## config.mk

```make
export PLATFORM = sky130hd
export DESIGN_NAME = dgt_quad
export DESIGN_NICKNAME = d
export VERILOG_FILES = /design/src/hw/rtl/dgt_pkg.sv /design/src/hw/rtl/dgt_quad.sv
export SDC_FILE = /design/constraint.sdc
export NUM_CORES = 1
export LEC_CHECK = 0
export ABC_AREA = 1
export BUFFER_PORTS_ARGS = -buffer_cell sky130_fd_sc_hd__buf_2
export CAP_MARGIN = 20
export CORE_ASPECT_RATIO = 0.7
export CORE_MARGIN = 2
export CORE_UTILIZATION = 61
export CTS_CLUSTER_DIAMETER = 80
export CTS_CLUSTER_SIZE = 8
export DETAILED_ROUTE_END_ITERATION = 8
export PLACE_DENSITY = 0.85
export SLEW_MARGIN = 10
export SYNTH_ARGS = -nofsm -noshare
export SYNTH_HDL_FRONTEND = slang
export SYNTH_SLANG_ARGS = --single-unit
```

## constraint.sdc

```tcl
create_clock -name clk -period 8 [get_ports clk]
set_clock_uncertainty 0.2 [all_clocks]
set_input_delay 0.8 -clock clk [delete_from_list [all_inputs] [get_ports clk]]
set_output_delay 0.8 -clock clk [all_outputs]
set_load 0.005 [all_outputs]
```

## src/hw/rtl/dgt_pkg.sv

```systemverilog
`default_nettype none

package dgt_pkg;

  localparam int MAX_WIDTH_DEF = 512;
  localparam int DEPTH_W       = 16;
  localparam int VID_W         = 18;
  localparam int TRI_W         = 19;
  localparam int CFG_W         = 10;

  localparam logic [CFG_W-1:0] ROW_WIDTH_RST = 10'd512;

  typedef logic [DEPTH_W-1:0] depth_t;
  typedef logic [VID_W-1:0]   vid_t;
  typedef logic [TRI_W-1:0]   tri_num_t;
  typedef logic [CFG_W-1:0]   row_width_t;

  typedef enum logic [1:0] {
    TRI_NONE,
    TRI_ONE,
    TRI_TWO
  } tri_cnt_t;

  // One pixel as kept in the row store and in the neighbor registers
  typedef struct packed {
    logic   valid;
    depth_t depth;
    vid_t   vid;
  } pix_t;

  typedef struct packed {
    vid_t a;
    vid_t b;
    vid_t c;
  } tri_t;

  // Pixel leaving the front stage
  typedef struct packed {
    logic quad_en;
    logic fs;
    pix_t pix;
  } s1_t;

  // Triangles caused by one pixel
  typedef struct packed {
    tri_cnt_t n;
    tri_t     t0;
    tri_t     t1;
    tri_num_t tn0;
  } quad_res_t;

  function automatic depth_t abs_diff(input depth_t x, input depth_t y);
    abs_diff = (x > y) ? depth_t'(x - y) : depth_t'(y - x);
  endfunction

endpackage

`default_nettype wire

```

## src/hw/rtl/dgt_quad.sv

```systemverilog
`default_nettype none

module dgt_quad import dgt_pkg::*; (
  input  wire logic clk,
  input  wire logic rst_n,
  input  wire logic s1_valid,
  input  wire s1_t  s1,
  input  wire pix_t up_pix,
  output logic      s1_take,
  output logic      res_valid,
  output quad_res_t res,
  input  wire logic res_ready
);

  pix_t     tl_r;
  pix_t     bl_r;
  tri_num_t tcnt_r;

  pix_t       tl, tr, bl, br;
  logic [2:0] cnt;
  depth_t     d_main;
  depth_t     d_anti;

  function automatic tri_t mk_tri(input vid_t a, input vid_t b, input vid_t c);
    mk_tri.a = a;
    mk_tri.b = b;
    mk_tri.c = c;
  endfunction

  assign tl = tl_r;
  assign tr = up_pix;
  assign bl = bl_r;
  assign br = s1.pix;

  assign cnt    = 3'(tl.valid) + 3'(tr.valid) + 3'(bl.valid) + 3'(br.valid);
  assign d_main = abs_diff(tl.depth, br.depth);
  assign d_anti = abs_diff(tr.depth, bl.depth);

  always_comb begin
    res.n   = TRI_NONE;
    res.t0  = mk_tri(tl.vid, tr.vid, bl.vid);
    res.t1  = mk_tri(tr.vid, br.vid, bl.vid);
    res.tn0 = s1.fs ? '0 : tcnt_r;
    if (s1.quad_en) begin
      case (cnt)
        3'd4: begin
          res.n = TRI_TWO;
          // split along the diagonal with the smaller depth step
          if (d_main < d_anti) begin
            res.t0 = mk_tri(tl.vid, br.vid, bl.vid);
            res.t1 = mk_tri(tl.vid, tr.vid, br.vid);
          end
        end
        3'd3: begin
          res.n = TRI_ONE;
          if (!tl.valid) begin
            res.t0 = mk_tri(tr.vid, br.vid, bl.vid);
          end else if (!tr.valid) begin
            res.t0 = mk_tri(tl.vid, br.vid, bl.vid);
          end else if (!bl.valid) begin
            res.t0 = mk_tri(tl.vid, tr.vid, br.vid);
          end else begin
            res.t0 = mk_tri(tl.vid, tr.vid, bl.vid);
          end
        end
        default: res.n = TRI_NONE;
      endcase
    end
  end

  assign res_valid = s1_valid && (res.n != TRI_NONE);
  assign s1_take   = s1_valid && ((res.n == TRI_NONE) || res_ready);

  always_ff @(posedge clk) begin
    if (!rst_n) begin
      tl_r   <= '0;
      bl_r   <= '0;
      tcnt_r <= '0;
    end else if (s1_take) begin
      tl_r   <= up_pix;
      bl_r   <= s1.pix;
      tcnt_r <= res.tn0 + TRI_W'(res.n);
    end
  end

endmodule

`default_nettype wire

```

==> results by group <==
Pwr
  – Pwr dens: 163 mW/mm²
  – Worst vdd ir: 0.122 mV
  – Leakage: 5.81 nW

Route
  – Avg Vias per Cell: 5.77
  – Avg WL per Cell: 17.1 µm
  – Routed Antenna Nets: 0
  – Routed vias: 11,400
  – 1st-pass router iterations: 9
  – Initial drt markers: 1,841
  – DRC Markers: 16
  – Total Routed Length: 33,900 µm

CTS
  – Clock transition at path regs: 0.06 ns
  – Post-CTS setup buffers: 0
  – # clock sinks: 89
  – CTS tree: yes
  – CTS resizes: 0
  – Root buffer selected by CTS: clkbuf_16
  – Worst skew pair latency: 0.36 ns
  – Longest Clk Path Bufs: 2
  – H-tree depth: 3
  – Cts bufs inserted: 9
  – Hold Buf Count CTS: 0

Critical path
  – Worst path slowest cell: buf_4
  – CP delay by family, top: simple AND/OR/NAND/NOR gates
  – Worst path required time: 7.00 ns
  – Worst setup SP type: primary input
  – Worst path most repeated cell: nand2_1
  – WP data arrival: 5.60 ns
  – Crit-path max cell delay: 0.58 ns
  – CP max FO: 90
  – Crit path kind: in -> out
  – Worst Setup End Kind: output pin
  – CP bufs+invs: 8

Run status
  – Failing checks: DRC
  – Status: complete, but fails checks

Global route
  – Final global-route overflow total: 0
  – First-pass GRT wire length: 52,700 µm
  – Vias in the first global route: 9,771
  – Largest net degree at the start of global routing: 91
  – Initial antenna violation count: 1
  – GRT Util Overall: 40.0%

Die
  – Die W: 153 µm
  – Initial Util: 61.9%
  – Core region area: 0.0154 mm²
  – # IOs: 207
  – Row Count: 38
  – Die Area: 0.0166 mm²
  – Die height: 108 µm

Timing
  – Final period util: 82.5%
  – Worst-Margin Slew: 0.962 ns
  – # setup viols final: 0
  – Slew headroom: 35.8%
  – Hold_ws: 0.265 ns
  – Final setup TNS: 0 ns
  – Post-layout min period: 6.60 ns
  – Hold Fails Final Rpt: 0
  – Max-slew violations: 0
  – RSZ-0062 raised after global routing: false
  – Max frequency: 152 MHz

Synth
  – Asr flop ratio synth: 0%
  – Post-synthesis adder-cell area fraction: 11.9%
  – Mapped Cells: 1,619
  – Netlist cell types: 44
  – Synth Area in XOR/XNOR: 4.06%
  – Number of enable flip-flop cells after synthesis: 0
  – Largest family of logic cells by synthesized area: simple AND/OR/NAND/NOR gates
  – #FFs+latches synth: 89
  – Post-synthesis compound-gate area fraction: 23.1%
  – Avg Inst Size Synth: 5.87 µm²
  – Synth Cell Area: 0.00950 mm²
  – Register area share after synthesis: 18.7%
  – Top cells by area, synth: dfxtp_1 19%, nand2_1 16%, o21ai_0 11%
  – Synth Area in Simple Gates: 28.7%
  – Largest area contributor in the netlist: dfxtp_1
  – Synth top area share: 18.7%
  – Top_reg_cell synth: dfxtp_1
  – Synthesized Nets: 1,782
  – Mux cell area share after synthesis: 0.711%
  – Warnings from Yosys: 0

Cells and area
  – Finished Layout Cells: 1,977
  – Fin nets: 1,935
  – Layout area overhead: 13.8%
  – Antenna Cells: 0
  – Layout cells sized above 1: 14.1%
  – Layout fillers: 1,415

Place
  – Dpl hpwl: 26,100 µm
  – Port Buffer Count: 206
  – Placer's final routability congestion estimate: 1.09
  – Dpl cells: 1,960

Flow run
  – Max-cap violation count: 0

Min path
  – Hold WC Path Type: reg -> reg
-- final timing paths --
path / from / endpoint / slack [ns] / depth (start not counted)
max: s1[27] / res[43] / 1.40 / 28
min: tcnt_r[0]$_SDFFE_PN0P_ / tcnt_r[0]$_SDFFE_PN0P_ / 0.27 / 2
max reg2reg: bl[34]$_SDFFE_PN0P_ / tcnt_r[14]$_SDFFE_PN0P_ / 3.82 / 13
min reg2reg: tcnt_r[0]$_SDFFE_PN0P_ / tcnt_r[0]$_SDFFE_PN0P_ / 0.27 / 2
-- per-stage QoR --
stage	total power, mW	util [%]	area, µm²	worst slack (ns)
after floorplan	1.04	-	9500	3.20
after global placement	1.27	68.3	10500	1.66
after detailed placement	1.29	68.3	10500	1.57
after CTS	1.74	70.3	10800	1.55
after global routing	1.88	70.4	10800	0.963
final	1.77	70.4	10800	1.40
-- power by group --
part	total [mW]	switching [mW]	internal, mW
clock network	0.454	0.206	0.248
logic	0.815	0.535	0.280
registers	0.498	0.0238	0.475
-- tightest hold or removal path, cell delays in order (launching register included) --
cell and delay [ns]:
dfxtp_1 0.30, inv_1 0.06, a21oi_1 0.06
-- flip-flops by register name (all words and copies together) (netlist names) --
signal  cells
bl         35
tl         35
tcnt_r     19
-- cell usage in the layout, fill, tap and decap left out, types with 2 or more instances in the layout --
master and count:
a211oi_1 2, a21o_1 10, a21oi_1 159, and3_1 6, buf_2 206, buf_4 6, clkbuf_16 9, dfxtp_1 89
fa_1 6, ha_1 81, inv_1 229, inv_2 3, inv_6 2, mux2_2 5, nand2_1 396, nand2_2 4
nand2_4 2, nand3_1 68, nand3b_1 2, nand4_1 11, nor2_1 162, nor2_4 2, nor3_1 11, o211ai_1 4
o21a_1 2, o21ai_0 216, o21ai_1 5, o21bai_1 4, o22ai_1 5, o31ai_1 9, or2_2 2, xnor2_1 3
xor2_1 41
-- routing by layer --
layer	part of all wire, %	wire length (µm)	track usage [%]	vias up
met4	2.0	664	8.86	2
met5	0.038	13	0	-
met3	15	4980	14.3	69
met2	38	12800	53.3	719
met1	45	15400	60.3	5100
li1	-	-	-	5509
-- final cells by class --
type	instances	area [µm²]	share of cell area, %
multi-input cells	1226	6510	60.2
flip-flops and latches	89	1780	16.5
clock inverters	6	75.1	0.694
repair buffers	213	1090	10.1
inverters	233	875	8.09
well taps	200	250	2.31
clock buffers	10	229	2.12
-- cell families after synthesis --
logic type / after synthesis
simple gates: 670
flops: 89
buf+inv: 304
compound gates: 419
fa+ha+maj: 87
xor+xnor: 44
mux: 6
-- cells in the mapped netlist (2+ instances only) --
library cell	number
a211oi_1	2
a21o_1	10
a21oi_1	159
and3_1	6
buf_1	5
buf_2	23
buf_4	2
buf_6	4
clkbuf_1	35
clkbuf_2	2
dfxtp_1	89
fa_1	6
ha_1	81
inv_1	229
inv_2	3
mux2_2	5
nand2_1	396
nand2_2	4
nand2_4	2
nand3_1	68
nand3b_1	2
nand4_1	11
nor2_1	162
nor2_4	2
nor3_1	11
o211ai_1	4
o21a_1	2
o21ai_0	216
o21ai_1	5
o21bai_1	4
o22ai_1	5
o31ai_1	9
or2_2	2
xnor2_1	3
xor2_1	41
(Power assumes the default switching activity.)
