--- src/hw/rtl/dgt_pkg.sv ---
`default_nettype none

package dgt_pkg;

  localparam int MAX_WIDTH_DEF = 512;
  localparam int DEPTH_W       = 16;
  localparam int VID_W         = 18;
  localparam int TRI_W         = 19;
  localparam int CFG_W         = 10;

  localparam logic [CFG_W-1:0] ROW_WIDTH_RST = 10'd512;

  typedef logic [DEPTH_W-1:0] depth_t;
  typedef logic [VID_W-1:0]   vid_t;
  typedef logic [TRI_W-1:0]   tri_num_t;
  typedef logic [CFG_W-1:0]   row_width_t;

  typedef enum logic [1:0] {
    TRI_NONE,
    TRI_ONE,
    TRI_TWO
  } tri_cnt_t;

  // One pixel as kept in the row store and in the neighbor registers
  typedef struct packed {
    logic   valid;
    depth_t depth;
    vid_t   vid;
  } pix_t;

  typedef struct packed {
    vid_t a;
    vid_t b;
    vid_t c;
  } tri_t;

  // Pixel leaving the front stage
  typedef struct packed {
    logic quad_en;
    logic fs;
    pix_t pix;
  } s1_t;

  // Triangles caused by one pixel
  typedef struct packed {
    tri_cnt_t n;
    tri_t     t0;
    tri_t     t1;
    tri_num_t tn0;
  } quad_res_t;

  function automatic depth_t abs_diff(input depth_t x, input depth_t y);
    abs_diff = (x > y) ? depth_t'(x - y) : depth_t'(y - x);
  endfunction

endpackage

`default_nettype wire

--- src/hw/rtl/dgt_out_if.sv ---
`default_nettype none

interface dgt_out_if import dgt_pkg::*; ();
  logic     valid;
  logic     ready;
  vid_t     vertex_a;
  vid_t     vertex_b;
  vid_t     vertex_c;
  tri_num_t triangle_number;
  logic     last_of_run;

  modport source (output valid, output vertex_a, output vertex_b, output vertex_c,
                  output triangle_number, output last_of_run, input ready);
  modport sink   (input valid, input vertex_a, input vertex_b, input vertex_c,
                  input triangle_number, input last_of_run, output ready);
endinterface

`default_nettype wire

--- src/hw/rtl/dgt_emit.sv ---
`default_nettype none

module dgt_emit import dgt_pkg::*; (
  input  wire logic      clk,
  input  wire logic      rst_n,
  input  wire logic      res_valid,
  input  wire quad_res_t res,
  output logic           res_ready,
  dgt_out_if.source      out_chan
);

  quad_res_t pend_r;
  logic      pend_valid_r;
  logic      pend_idx_r;
  logic      out_valid_r;
  tri_t      out_tri_r;
  tri_num_t  out_num_r;
  logic      out_last_r;

  logic      out_load;
  logic      pend_last;

  assign out_load  = !out_valid_r || out_chan.ready;
  assign pend_last = (pend_r.n == TRI_ONE) || pend_idx_r;
  assign res_ready = !pend_valid_r || (pend_last && out_load);

  always_ff @(posedge clk) begin
    if (out_load && pend_valid_r) begin
      out_tri_r  <= pend_idx_r ? pend_r.t1 : pend_r.t0;
      out_num_r  <= pend_r.tn0 + TRI_W'(pend_idx_r);
      out_last_r <= pend_last;
    end
    if (res_valid && res_ready) begin
      pend_r <= res;
    end
  end

  always_ff @(posedge clk) begin
    if (!rst_n) begin
      pend_valid_r <= 1'b0;
      pend_idx_r   <= 1'b0;
      out_valid_r  <= 1'b0;
    end else begin
      if (out_load) begin
        out_valid_r <= pend_valid_r;
      end
      // a new request replaces the one that drains this cycle
      if (res_valid && res_ready) begin
        pend_valid_r <= 1'b1;
        pend_idx_r   <= 1'b0;
      end else if (out_load && pend_valid_r) begin
        if (pend_last) begin
          pend_valid_r <= 1'b0;
          pend_idx_r   <= 1'b0;
        end else begin
          pend_idx_r <= 1'b1;
        end
      end
    end
  end

  assign out_chan.valid           = out_valid_r;
  assign out_chan.vertex_a        = out_tri_r.a;
  assign out_chan.vertex_b        = out_tri_r.b;
  assign out_chan.vertex_c        = out_tri_r.c;
  assign out_chan.triangle_number = out_num_r;
  assign out_chan.last_of_run     = out_last_r;

  ap_idx_two: assert property (@(posedge clk) disable iff (!rst_n)
    pend_idx_r |-> pend_valid_r && (pend_r.n == TRI_TWO))
    else $error("second triangle pending without a pair");

  ap_pend_nonempty: assert property (@(posedge clk) disable iff (!rst_n)
    pend_valid_r |-> (pend_r.n != TRI_NONE))
    else $error("pending entry holds no triangle");

  ap_pair_follows: assert property (@(posedge clk) disable iff (!rst_n)
    out_chan.valid && out_chan.ready && !out_chan.last_of_run |=>
      out_chan.valid && out_chan.last_of_run &&
      (out_chan.triangle_number == TRI_W'($past(out_chan.triangle_number) + 1'b1)))
    else $error("second triangle of a pair did not follow");

endmodule

`default_nettype wire

--- src/flat_wrapper.sv ---
// flat-port wrapper written by rule: the top's interface ports become plain ports
module dgt_emit_flat import dgt_pkg::*;
  (clk, rst_n, res_valid, res, res_ready, out_chan_valid, out_chan_vertex_a, out_chan_vertex_b, out_chan_vertex_c, out_chan_triangle_number, out_chan_last_of_run, out_chan_ready);
  dgt_out_if out_chan_i ();
  input  wire logic clk;
  input  wire logic rst_n;
  input  wire logic res_valid;
  input  wire quad_res_t res;
  output logic res_ready;
  output wire logic [$bits(out_chan_i.valid)-1:0] out_chan_valid;
  output wire logic [$bits(out_chan_i.vertex_a)-1:0] out_chan_vertex_a;
  output wire logic [$bits(out_chan_i.vertex_b)-1:0] out_chan_vertex_b;
  output wire logic [$bits(out_chan_i.vertex_c)-1:0] out_chan_vertex_c;
  output wire logic [$bits(out_chan_i.triangle_number)-1:0] out_chan_triangle_number;
  output wire logic [$bits(out_chan_i.last_of_run)-1:0] out_chan_last_of_run;
  input wire logic [$bits(out_chan_i.ready)-1:0] out_chan_ready;
  assign out_chan_valid = out_chan_i.valid;
  assign out_chan_vertex_a = out_chan_i.vertex_a;
  assign out_chan_vertex_b = out_chan_i.vertex_b;
  assign out_chan_vertex_c = out_chan_i.vertex_c;
  assign out_chan_triangle_number = out_chan_i.triangle_number;
  assign out_chan_last_of_run = out_chan_i.last_of_run;
  assign out_chan_i.ready = out_chan_ready;
  dgt_emit u_core (.clk(clk), .rst_n(rst_n), .res_valid(res_valid), .res(res), .res_ready(res_ready), .out_chan(out_chan_i));
endmodule
--- config.mk ---
export PLATFORM = sky130hd
export DESIGN_NAME = dgt_emit_flat
export DESIGN_NICKNAME = d
export VERILOG_FILES = /design/src/hw/rtl/dgt_pkg.sv /design/src/hw/rtl/dgt_out_if.sv /design/src/hw/rtl/dgt_emit.sv /design/src/flat_wrapper.sv
export SDC_FILE = /design/constraint.sdc
export NUM_CORES = 1
export LEC_CHECK = 0
export BUFFER_PORTS_ARGS = -buffer_cell sky130_fd_sc_hd__buf_2
export CORE_MARGIN = 2
export CORE_UTILIZATION = 45
export DETAILED_ROUTE_END_ITERATION = 12
export PLACE_DENSITY = 0.85
export SLEW_MARGIN = 30
export SYNTH_ARGS = -nofsm -noshare
export SYNTH_HDL_FRONTEND = slang
export SYNTH_SLANG_ARGS = --single-unit
export TNS_END_PERCENT = 5
--- constraint.sdc ---
create_clock -name clk -period 4.3 [get_ports clk]
set_input_delay 0.215 -clock clk [delete_from_list [all_inputs] [get_ports clk]]
set_output_delay 0.215 -clock clk [all_outputs]
set_load 0.005 [all_outputs]
==> results by stage, run 1 <==
Die:
- The floorplan has 46 rows.
- The effective utilization at floorplan is 0.458.
- The die extent in x is between 100 and 150 um.
- The floorplan die area is between 0.015 and 0.02 sq mm.
- The area inside the core boundary is around 0.016 sq mm.
- The count of boundary I/O pins is around 210.
- From bottom edge to top edge, the die measures approximately 130 um.

Clocking:
- The number of buffers on the longest clock path is 3.
- The TritonCTS buffer count is 21.
- The count of cells resized by post-cts repair is 0.
- The number of setup buffers added after CTS is 0.
- TritonCTS built the clock tree.
- The clock transition at the register clock pins on the worst setup and hold paths after CTS is about 60 ps.
- The total number of clock tree sinks is about 200.
- The master cell of the clock root buffer is clkbuf_16.
- Buffers inserted to repair hold after CTS numbered 130.
- The deepest level of the CTS H-tree is 1.
- The worst-skew pair later-pin latency is between 400 and 500 ps.

Finish:
- The layout cell share with drive strength beyond 1 is 0.432.
- Once layout is complete, the utilization of the core stands at 0.664.
- In the final layout, flip-flops and latches occupy approximately 0.0062 sq mm.
- From synthesis to final layout, the design area changed by 45.0%.
- The layout filler cell count is roughly 1,000.
- The net count reported at finish is 823.
- The multi-input combinational cells in the finished layout cover a total of between 0.001 and 0.0015 sq mm.

Critical path:
- The data arrival time of the critical path is roughly 2700 ps.
- Following the worst setup path forward leads to its endpoint at u_core.out_chan.triangle_number[16]$_DFFE_PP_.
- The worst setup path is of the flop to flop kind.
- The required arrival time at the worst endpoint is 4530 ps.
- The critical path endpoint category is a flop.
- The worst reg-to-reg setup slack is around 1800 ps.
- Of all nets on the critical path, the largest fanout is 57.
- The number of cells on the worst reg-to-reg path is 7.
- The reg-to-reg critical path startpoint is u_core.pend_idx_r$_SDFFE_PP0P_.
- The startpoint kind of the worst setup timing path is a flop.
- The destination of the worst register-to-register timing path is u_core.out_chan.triangle_number[16]$_DFFE_PP_.
- The timing startpoint of the critical path is u_core.pend_idx_r$_SDFFE_PP0P_.
- The signal on the critical path passes through buf_4 -> ha_1 -> ha_1 -> and3_1 -> and3_1 -> nand4_1 -> xnor2_1.
- The largest stage delay on the critical path is approximately 600 ps.
- The worst-path cell with the longest stage delay is buf_4.

Logic synthesis:
- Of the synthesized area, sequential elements account for 0.850.
- The count of flip-flops with a built-in enable after synthesis is slightly above 200.
- Each instance of the synthesized netlist takes up on average roughly 22 sq um.
- The fraction of synthesis flops using an asynchronous set or reset pin is 0.
- The number of storage elements in the synthesis netlist is around 200.
- The number of distinct library cells after synthesis is 27.
- Synthesis produced ~330 cells.
- The post-synthesis instance area is roughly 0.0072 sq mm.
- The warning count from the yosys run is 0.
- The total nets after synthesis is 466.
- The dominant register cell in the synthesized netlist is edfxtp_1.

STA:
- The number of max-slew violations in the final report is 0.
- After routing, the total negative slack on setup checks comes to 0 ps.
- The worst slack on hold paths is ~35 ps.
- Setup repair after global routing left no endpoint under its margin.
- The worst path in the final design needs a cycle of 2480 ps, including I/O delays and setup.
- At the pin with the least slew margin, the transition time is 780 ps.
- Clock skew on the completed layout was measured at 13.2 ps.
- The part of the cycle the worst path needs is 0.577.
- The final worst-path setup slack is roughly 1800 ps.
- The hold violation count in the final report is 0.
- Setup violations remaining at the end of the flow were counted as 0.
- Headroom to the max-slew limit came out at 0.480.
- Static timing analysis puts the maximum clock frequency at around 400 MHz.

Global route:
- The number of antenna violations at the first check in global routing is 0.
- The via count of the first global-routing pass is roughly 4,700.
- The total overflow left after global routing is 0.
- In the global route stage, overall resource usage came out at 0.189.
- The wire length of the first global-routing pass is between 20,000 and 25,000 um.
- The maximum number of pins on one net before global-route repair is between 70 and 80.

Route:
- The initial detailed-routing violation count is 284.
- The vias after detailed routing is roughly 4,300.
- Using the TritonRoute via totals, the vias-per-cell ratio works out to 4.76.
- The final routed wire length divided by cell count is 17.9 um.
- The number of design rule violations left after detail routing is 0.
- The routed design has approximately 16,000 um of wire.
- The count of nets left with antenna violations once routing finished came out at 0.
- The iteration count of the initial detailed-routing pass is 6.

Status:
- The flow ran to the end, and the final reports show no timing, DRC or antenna violations.

Power:
- Power spread over the standard cell area amounts to 423 mW/mm^2.
- The overall power is ~4.4 mW.
- The analysis attributes to cell leakage a power of approximately 4.0 nW.
- VDD sags by at most 0.327 mV.

Hold path:
- The class of the tightest hold or removal check is input port to flop.

Place:
- At the end of routability-driven placement, the weighted congestion stood at approximately 0.84.
- The estimated wirelength of the detail-placed design is 8990 um.
- Before CTS, the worst setup slack after placement is around 1800 ps.
- The total of buffers placed on input and output ports is around 210.

Run:
- The tool flagged a number of max-cap violations equal to 0.
==> per-layer routing <==
metal | track usage | wire, um | vias up | part of all wire
li1 | - | - | 2012 | -
met1 | 0.208 | 5950 | 2082 | 0.36
met2 | 0.356 | 8840 | 210 | 0.54
met3 | 0.0436 | 1050 | 43 | 0.064
met4 | 0.0663 | 557 | 0 | 0.034
met5 | 0 | 0 | - | 0
==> registers in the layout, indices dropped and copies added (netlist names) <==
name	cells
u_core.out_chan.vertex_b	18
u_core.out_chan.vertex_a	18
u_core.pend_r	129
u_core.pend_valid_r	1
u_core.out_chan.vertex_c	18
u_core.out_chan.last_of_run	1
u_core.pend_idx_r	1
u_core.out_chan.triangle_number	19
u_core.out_chan.valid	1
==> logic make-up (layout without fill, tap and decap cells) <==
kind of cell    count (synthesis)  count (layout)  synth area share
simple gates                   34              34            0.0292
flops                         206             206             0.850
xor+xnor                       17              17            0.0206
other cells                     0               1                 0
buf+inv                        12             378           0.00760
fa+ha+maj                       2               2           0.00345
mux                            54              54            0.0840
compound gates                  6               6           0.00535
==> layout make-up <==
cell class              instances  share of cell area
clock buffers                  24              0.0511
well taps                     216              0.0257
inverters                       3             0.00107
multi-input cells             113              0.0992
flip-flops and latches        206               0.586
diodes                          1            0.000238
repair buffers                343               0.230
clock inverters                 8             0.00667
==> worst min-delay path by stage <==
stage | from | end | slack [ps] | cells past startpoint
6_report | res_valid | u_core.pend_valid_r$_SDFFE_PN0P_ | 30 | 3
4_1_cts | res_valid | u_core.pend_valid_r$_SDFFE_PN0P_ | 9 | 3
5_1_grt | res_valid | u_core.pend_valid_r$_SDFFE_PN0P_ | 40 | 3
3_3_place_gp | res[54] | u_core.pend_r[54]$_DFFE_PP_ | 390 | 1
2_1_floorplan | res[0] | u_core.pend_r[0]$_DFFE_PP_ | 310 | 0
3_5_place_dp | res[54] | u_core.pend_r[54]$_DFFE_PP_ | 390 | 1
==> cell usage in the layout (no fill, tap or decap), drive strengths merged, types with 3 or more instances in the layout <==
master	instances
and3	4
and4	3
buf	213
clkbuf	24
clkinv	5
dfxtp	3
dlygate4sd3	130
edfxtp	203
inv	5
mux2	54
nand2	7
nand3	6
nand4	4
nor2b	3
nor3	3
xnor2	11
xor2	6
==> metrics by stage <==
stage,instances,area (sq um)
2_1_floorplan,331,7250
3_3_place_gp,750,8560
3_5_place_dp,750,8560
4_1_cts,912,10500
5_1_grt,913,10500
6_report,914,10500
==> synthesized netlist by cell type (all sizes together) (2+ instances only) <==
cell	count	area, sq um
xnor2	11	96.3
nand4	4	25.0
nor3	3	25.0
and4	3	26.3
edfxtp	203	6100
xor2	6	52.6
buf	8	40.0
mux2	54	608
inv	3	11.3
and3	4	25.0
nor2b	3	18.8
ha	2	25.0
a21boi	2	15.0
nand3	6	35.0
nand2	7	26.3
dfxtp	3	60.1
==> critical path, delay by kind of cell, from the launching register on <==
family / cells / cell delay [ps]
xor gates and xnor gates: 1 / 150
adders and majority gates: 2 / 500
buffers and inverters: 1 / 610
DFF: 1 / 330
and+or+nand+nor: 3 / 640
==> report_power, final <==
part	switching [mW]	internal [mW]	total, mW
clock network	0.693	0.948	1.64
logic	0.167	0.212	0.380
registers	0.0442	2.38	2.42
(Power assumes the default switching activity.)
==> run 2, diff against run 1 <==
--- a/config.mk
+++ b/config.mk
@@ -5,11 +5,12 @@
 export SDC_FILE = /design/constraint.sdc
 export NUM_CORES = 1
 export LEC_CHECK = 0
+export ABC_AREA = 1
 export BUFFER_PORTS_ARGS = -buffer_cell sky130_fd_sc_hd__buf_2
 export CORE_MARGIN = 2
 export CORE_UTILIZATION = 45
 export DETAILED_ROUTE_END_ITERATION = 12
-export PLACE_DENSITY = 0.85
+export PLACE_DENSITY = 0.84
 export SLEW_MARGIN = 30
 export SYNTH_ARGS = -nofsm -noshare
 export SYNTH_HDL_FRONTEND = slang
==> constraint.sdc (replaced) <==
create_clock -name clk -period 2 [get_ports clk]
set_input_delay 0.1 -clock clk [delete_from_list [all_inputs] [get_ports clk]]
set_output_delay 0.1 -clock clk [all_outputs]
set_load 0.005 [all_outputs]
==> run 2 against run 1 <==
  * Synthesized cell count up 45%
  * Count of clock-buffer cells in the layout stayed put
  * Sequential power rose by 110%
  * Combinational power rose by 120%
  * Synthesized area is 1.4% higher
  * Critical path type unchanged
  * Largest cell class unchanged
  * Final cell count is 17% higher
  * Final area grew 1.1%
  * Die area up 1.3%
  * Global-route usage is 1.3 points higher
==> results by stage, run 2 <==
Hold path:
- The min-delay analysis places its worst path in the category input port to flop.
- The hold path depth came to 5 (+2).
- The path with the worst hold slack has its endpoint at u_core.pend_idx_r$_SDFFE_PP0P_.
- The beginning of the worst hold path is res_valid.

Place:
- The total of buffers placed on input and output ports is 208 (unchanged).
- The final estimated routing congestion in global placement is 0.850 (+1.3%).
- The estimated wirelength of the detail-placed design is 9170 um (+2.0%).
- The setup slack after placement is 305 ps (-1480 ps).
- The instance count after placement with tap cells included is 899 (+20%).

Critical path:
- The data arrival time of the critical path was 1960 ps (-750 ps).
- The critical-path maximum fanout is 5 (-91%).
- The number of cells on the worst reg-to-reg path is 6 (-1).
- The critical path endpoint category is a flop.
- The worst reg-to-reg setup slack is 260 ps (-1560 ps).
- The critical setup path kind is flop to flop.
- The destination of the worst register-to-register timing path is u_core.out_chan.triangle_number[14]$_DFFE_PP_.
- STA classifies the critical path startpoint as a flop.
- The required arrival time at the worst endpoint is 2220 ps (-2310 ps).
- The reg-to-reg critical path startpoint is u_core.pend_idx_r$_SDFFE_PP0P_.

Finish:
- The utilization of the core after routing was 0.666 (+0.00267).
- The flip-flop count of the largest register, all copies and words added was 129 (unchanged).
- The commonest non-fill, non-tap cell in the layout is buf_2.
- Counting flops per register, the top entry is u_core.pend_r.
- Relative to the synthesized area, the layout overhead comes to 44.6%.
- The layout cell share with drive strength beyond 1 was 0.296 (-0.136).
- Leaving out fill and tap cells, the most frequent cells in the layout are buf_2 (208), edfxtp_1 (203), nand2_1 (191).
- The final cell count without fillers is 1,072 (+17%).
- The net count reported at finish is 973 (+18%).

STA:
- The hold violation count in the final report was 0 (unchanged).
- The total of endpoints with negative setup slack in the final report was 0 (unchanged).
- The largest clock skew in the final design is 31.4 ps (+18.2 ps).
- The part of the cycle the worst path needs is 0.868 (+0.291).
- The clock period minus final worst setup slack was 1740 ps (-745 ps).
- The fmax is 576 MHz (+43%).
- The setup TNS was 0 ps (unchanged).
- The normalized max-slew margin is 0.574 (+0.0938).
- Setup repair after global routing left no endpoint under its margin.
- The number of max-slew violations in the final report is 0 (unchanged).
- The final worst-path setup slack is 263 ps (-1560 ps).
- The worst-margin pin slew is 639 ps (-141 ps).

Global route:
- The wire length of the first global-routing pass is 27,000 um (+12%).
- The fraction of met1 tracks used by global routing is 0.219 (+0.0113).
- The combined global-route utilization of all metal layers is 0.202 (+0.0132).
- The maximum number of pins on one net before global-route repair is 69 (-10%).
- The most crowded layer after global routing is met2.
- The via count of the first global-routing pass is 5,333 (+12%).
- The global-route met3 utilization is 0.0515 (+0.00795).
- The total overflow reported by the global router was 0 (unchanged).
- The met2 global-route usage was 0.374 (+0.0184).
- The number of antenna violations at the first check in global routing came to 6 (+6).

Logic synthesis:
- The count of flip-flops with a built-in enable after synthesis is 203 (unchanged).
- The area fraction of the dominant cell type after synthesis came to 0.830 (-0.0115).
- The total nets after synthesis was 616 (+32%).
- By instance count, the leading cell after synthesis is edfxtp_1.
- After synthesis, the cell types taking the most area are edfxtp_1 (83%), nand2_1 (9.9%), xnor2_1 (1.1%).
- The fraction of synthesis flops using an asynchronous set or reset pin is 0 (unchanged).
- The number of storage elements in the synthesis netlist came to 206 (unchanged).
- Among all flip-flop cells after synthesis, the most frequent one is edfxtp_1.
- The sequential element share of the synthesized area is 0.838 (-0.0116).
- Sorting the synthesized cells by how often they occur yields edfxtp_1 (203), nand2_1 (193), nor2_1 (20).
- The post-synthesis instance area came to 0.00734 sq mm (+1.4%).
- The average size of a mapped cell came to 15.3 sq um (-30%).
- The warning count from the yosys run is 0 (unchanged).
- The number of distinct library cells after synthesis came to 17 (-37%).
- The number of instances in the synthesized netlist is 481 (+45%).
- The top cell type by total area after synthesis is edfxtp_1.

Route:
- The final routed wire length divided by cell count is 16.6 um (-7.5%).
- The number of design rule violations left after detail routing is 0 (unchanged).
- The initial detailed-routing violation count is 259 (-8.8%).
- The mean number of vias per cell came to 4.65 (-2.2%).
- The total wirelength of the detailed-routed design is 17,800 um (+8.5%).
- The vias after detailed routing is 4,988 (+15%).
- The iteration count of the initial detailed-routing pass is 4 (-2).
- The post-route antenna net violation count is 0 (unchanged).

Clocking:
- The number of buffers inserted by hold repair at cts is 132 (+1.5%).
- The count of cells resized by post-cts repair is 0 (unchanged).
- The total number of clock tree sinks came to 206 (unchanged).
- The number of setup buffers added after CTS is 0 (unchanged).
- The number of buffers on the longest clock path came to 3 (unchanged).
- The worst-skew pair later-pin latency is 500 ps (about the same).
- The TritonCTS buffer count came to 21 (unchanged).
- The clock transition at the register clock pins on the worst setup and hold paths after CTS was 50 ps (about the same).
- The CTS tree is built.
- The deepest level of the CTS H-tree is 1 (unchanged).
- The master cell of the clock root buffer is clkbuf_16.

Die:
- The count of boundary I/O pins is 209 (unchanged).
- The number of core rows is 46 (unchanged).
- The effective utilization at floorplan came to 0.461 (+0.00297).
- The die extent in x is 132 um (+0.67%).
- The area inside the core boundary is 0.0159 sq mm (+0.73%).
- The vertical die dimension is 132 um (+0.67%).
- The floorplan die area is 0.0174 sq mm (+1.3%).

Power:
- The sequential share of power was 0.549 (+0.004).
- The areal power density over the cells was 892 mW/mm^2 (+110%).
- The switching power summed over all nets is 2.04 mW (+130%).
- The static leakage was 4.37 nW (+8.5%).
- The peak ir drop on the vdd network is 0.695 mV (+110%).
- The clock group share of total power was 0.364 (-0.006).
- The switching share of power is 0.216 (+0.0120).
- The portion of total power attributed to combinational logic is 0.087 (about the same).
- The internal power contribution came to 7.43 mW (+110%).
- The overall power is 9.47 mW (+110%).

Status:
- The flow ran to the end, and the final reports show no timing, DRC or antenna violations.

Run:
- The max-cap check violation count came to 0 (unchanged).
==> run 2: worst max-delay path: stages, from the launching register on <==
cell     delay [ps]
dfxtp_2         340
ha_1            240
ha_1            210
nand3_1         170
nor2_1          230
nand3_1         130
xnor2_1         150
==> run 2: layout make-up <==
cell class | count | area (sq um)
sequential | 206 | 6160
fill | 1065 | 5320
timing repair buffer | 346 | 2440
multi-input combinational | 251 | 1100
clock buffer | 24 | 537
tap | 216 | 270
clock inverter | 12 | 56.3
inverter | 12 | 45.0
antenna | 5 | 12.5
==> run 2: how the worst max path moves through the flow <==
stage                                         startpoint                                            end  slack [ps]
final                     u_core.pend_idx_r$_SDFFE_PP0P_  u_core.out_chan.triangle_number[14]$_DFFE_PP_         260
after global routing      u_core.pend_idx_r$_SDFFE_PP0P_  u_core.out_chan.triangle_number[18]$_DFFE_PP_         130
after CTS                 u_core.pend_idx_r$_SDFFE_PP0P_  u_core.out_chan.triangle_number[14]$_DFFE_PP_         310
after detailed placement  u_core.pend_idx_r$_SDFFE_PP0P_  u_core.out_chan.triangle_number[14]$_DFFE_PP_         300
after global placement    u_core.pend_idx_r$_SDFFE_PP0P_  u_core.out_chan.triangle_number[18]$_DFFE_PP_         370
after floorplan           u_core.pend_idx_r$_SDFFE_PP0P_                     u_core.pend_r[0]$_DFFE_PP_       -1180
==> run 2: per-stage QoR <==
step | hold slack [ps] | area, sq um
floorplan | 199 | 7370
global placement | 277 | 8690
detailed placement | 278 | 8690
CTS | 266 | 10600
global route | 298 | 10600
finish | 252 | 10600
==> run 2: per-layer routing <==
layer  share of wire  up-vias  wire [um]
met1            0.37     2321       6510
met2            0.53      228       9370
met3           0.066       55       1180
met4           0.040        2        720
met5         0.00073        -         13
li1                -     2382          -
==> run 2: power by group through the flow <==
stage                     combinational, mW  sequential [mW]  clock, mW
final                                 0.820             5.20       3.45
after global routing                  0.897             5.22       3.66
after detailed placement              0.597             5.28          0
after floorplan                       0.253             5.30          0
after CTS                             0.802             5.19       3.50
after global placement                0.579             5.27          0
==> run 2: logic make-up after synthesis <==
| kind of cell | Yosys count | synth area share |
|---|---|---|
| AOI/OAI and AO/OA | 7 | 0.00477 |
| xor gates and xnor gates | 14 | 0.0167 |
| adders and majority gates | 2 | 0.00341 |
| buffers and inverters | 24 | 0.0158 |
| DFF | 206 | 0.838 |
| and+or+nand+nor | 228 | 0.121 |
==> run 3, diff against run 2 <==
--- a/config.mk
+++ b/config.mk
@@ -7,10 +7,10 @@
 export LEC_CHECK = 0
 export ABC_AREA = 1
 export BUFFER_PORTS_ARGS = -buffer_cell sky130_fd_sc_hd__buf_2
-export CORE_MARGIN = 2
+export CORE_MARGIN = 4
 export CORE_UTILIZATION = 45
 export DETAILED_ROUTE_END_ITERATION = 12
-export PLACE_DENSITY = 0.84
+export PLACE_DENSITY = 0.82
 export SLEW_MARGIN = 30
 export SYNTH_ARGS = -nofsm -noshare
 export SYNTH_HDL_FRONTEND = slang
==> constraint.sdc (replaced) <==
create_clock -name clk -period 1.8 [get_ports clk]
set_input_delay 0.09 -clock clk [delete_from_list [all_inputs] [get_ports clk]]
set_output_delay 0.09 -clock clk [all_outputs]
set_load 0.005 [all_outputs]
==> run 3 against run 2 <==
  * Flip-flop and latch count unchanged
  * Global-route usage is 0.49 points lower
  * Via count increased by 2.2%
  * Die area is 6.2% higher
  * Hold slack gained 63 ps
  * Core utilization increased by 0.60 points
  * Critical path type unchanged
  * Sequential share of layout area down 0.51 points
  * Register-to-register slack got worse by 110 ps
  * Largest cell class unchanged
  * Final area rose by 0.90%
  * Fmax increased by 5.7%
  * Count of clock-buffer cells in the layout grew 4
  * Sequential power grew 11%
  * Critical endpoint unchanged
==> results by stage, run 3 (same netlist as run 2, synthesis figures left out) <==
Die:
- The die extent in x is 136 um (+3.0%).
- The number of core rows is 46 (unchanged).
- The vertical die dimension is 136 um (+3.0%).
- The count of boundary I/O pins is 209 (unchanged).
- The floorplan die area is 0.0184 sq mm (+6.2%).
- The area inside the core boundary is 0.0159 sq mm (unchanged).
- The effective utilization at floorplan is 0.461 (unchanged).

Status:
- The run finished with clean final reports.

Route:
- The number of design rule violations left after detail routing came to 0 (unchanged).
- The iteration count of the initial detailed-routing pass is 6 (+2).
- The post-route antenna net violation count is 0 (unchanged).
- The mean number of vias per cell was 4.74 (+1.9%).
- The initial detailed-routing violation count came to 335 (+29%).
- The vias after detailed routing was 5,099 (+2.2%).
- The final routed wire length divided by cell count is 16.8 um (+1.2%).
- The total wirelength of the detailed-routed design is 18,100 um (+1.5%).

Clocking:
- The number of buffers on the longest clock path came to 3 (unchanged).
- The worst-skew pair later-pin latency is 490 ps (about the same).
- TritonCTS built the clock tree.
- The TritonCTS buffer count is 22 (+4.8%).
- The clock transition at the register clock pins on the worst setup and hold paths after CTS is 60 ps (about the same).
- The deepest level of the CTS H-tree is 1 (unchanged).
- The root buffer cell chosen for the clock tree is clkbuf_16.
- The total number of clock tree sinks came to 206 (unchanged).

Run:
- The max-cap check violation count is 0 (unchanged).

Critical path:
- Walking the worst path, the cells encountered are ha_1 -> ha_1 -> nand3_1 -> nor2_1 -> nand3_1 -> xnor2_1.
- The critical path endpoint category is a flop.
- The required arrival time at the worst endpoint is 2040 ps (-180 ps).
- The largest delay contributor family on the critical path is simple AND/OR/NAND/NOR gates.
- The buffers plus inverters on the worst setup path was 0 (unchanged).
- Among all stages on the critical path, the largest delay is contributed by dfxtp_2.
- The data arrival time of the critical path is 1880 ps (-80 ps).
- The largest stage delay on the critical path was 350 ps (about the same).
- The critical path is of the flop to flop type.
- The critical-path maximum fanout came to 4 (-1).
- The worst setup path is launched from a flop.

STA:
- The final worst-path setup slack is 156 ps (-107 ps).
- The hold violation count in the final report was 0 (unchanged).
- The largest clock skew in the final design is 7.84 ps (-23.5 ps).
- Setup repair after global routing left no endpoint under its margin.
- The clock period minus final worst setup slack was 1640 ps (-92.9 ps).
- The total of endpoints with negative setup slack in the final report came to 0 (unchanged).
- The fmax came to 608 MHz (+5.7%).
- The part of the cycle the worst path needs came to 0.913 (+0.0449).
- The worst-margin pin slew is 630 ps (-9.21 ps).
- The number of max-slew violations in the final report is 0 (unchanged).
- The normalized max-slew margin came to 0.580 (+0.00614).

Finish:
- The net count reported at finish is 976 (+0.31%).
- The flip-flop count of the largest register, all copies and words added is 129 (unchanged).
- Leaving out fill and tap cells, the most frequent cell in the layout is buf_2.
- The final cell count without fillers was 1,075 (+0.28%).
- The area growth from synthesis to layout is 45.9%.
- In the layout the commonest cells are buf_2 (208), edfxtp_1 (203), nand2_1 (191).
- Counting flops per register, the top entry is u_core.pend_r.
- The layout filler cell count was 1,039 (-2.4%).
- The layout cell share with drive strength beyond 1 is 0.302 (+0.00563).

Place:
- The instance count after placement with tap cells included came to 901 (+0.22%).
- The final estimated routing congestion in global placement is 0.900 (+6.0%).
- The total of buffers placed on input and output ports is 208 (unchanged).
- The estimated wirelength of the detail-placed design came to 9720 um (+6.0%).
- The setup slack after placement is 174 ps (-131 ps).

Global route:
- The via count of the first global-routing pass came to 5,352 (+0.36%).
- The maximum number of pins on one net before global-route repair is 75 (+8.7%).
- The number of antenna violations at the first check in global routing was 2 (-4).
- The wire length of the first global-routing pass is 27,800 um (+2.8%).
- The total overflow reported by the global router is 0 (unchanged).
- The combined global-route utilization of all metal layers came to 0.197 (-0.00485).

Power:
- The areal power density over the cells is 1010 mW/mm^2 (+14%).
- The peak ir drop on the vdd network is 0.754 mV (+8.5%).
- The overall power is 10.9 mW (+15%).
- The static leakage is 4.42 nW (+1.2%).

Hold path:
- In this run the worst hold path is classified as input port to flop.
-- run 3: timing repair --
action | in CTS | in global routing
hold buffers | 132 | 0
setup endpoints to repair | 0 | 2
setup buffers | 0 | 0
endpoints found under the hold margin | 132 | 0
resized for setup | 0 | 1
-- run 3: layout make-up --
class	count	area, sq um	area share
diodes	4	10.0	0.000934
clock buffers	28	594	0.0555
clock inverters	10	68.8	0.00642
inverters	12	45.0	0.00420
multi-input cells	251	1100	0.103
flip-flops and latches	206	6160	0.575
well taps	216	270	0.0252
repair buffers	348	2470	0.231
-- run 3: report_power, final --
| part | internal, mW | switching [mW] | leakage [nW] |
|---|---|---|---|
| Combinational | 0.464 | 0.456 | 2.13 |
| Clock | 2.46 | 1.71 | 0.327 |
| Sequential | 5.67 | 0.111 | 1.96 |
-- run 3: layer usage --
layer / part of all wire / vias up / GRT usage
li1: - / 2391 / -
met1: 0.35 / 2387 / 0.225
met2: 0.53 / 271 / 0.359
met3: 0.080 / 50 / 0.0475
met4: 0.031 / 0 / 0.0717
met5: 0 / - / 0
-- run 3: path summary, 6_finish.rpt --
| kind | from | slack (ps) | to | cells after the start |
|---|---|---|---|---|
| setup / recovery | u_core.pend_idx_r$_SDFFE_PP0P_ | 160 | u_core.out_chan.triangle_number[14]$_DFFE_PP_ | 6 |
| hold / removal | res[45] | 320 | u_core.pend_r[45]$_DFFE_PP_ | 2 |
| hold reg to reg | u_core.pend_r[75]$_DFFE_PP_ | 500 | u_core.out_chan.vertex_c[2]$_DFFE_PP_ | 2 |
| setup reg to reg | u_core.pend_idx_r$_SDFFE_PP0P_ | 160 | u_core.out_chan.triangle_number[14]$_DFFE_PP_ | 6 |
-- run 3: metrics by stage --
stage / utilization / instance area [sq um] / hold slack (ps) / TNS (ps)
3_3_place_gp: 0.547 / 8720 / 267 / 0
5_1_grt: 0.672 / 10700 / 303 / 0
4_1_cts: 0.672 / 10700 / 284 / 0
6_report: 0.672 / 10700 / 316 / 0
3_5_place_dp: 0.547 / 8720 / 268 / 0
2_1_floorplan: - / 7370 / 189 / -263800
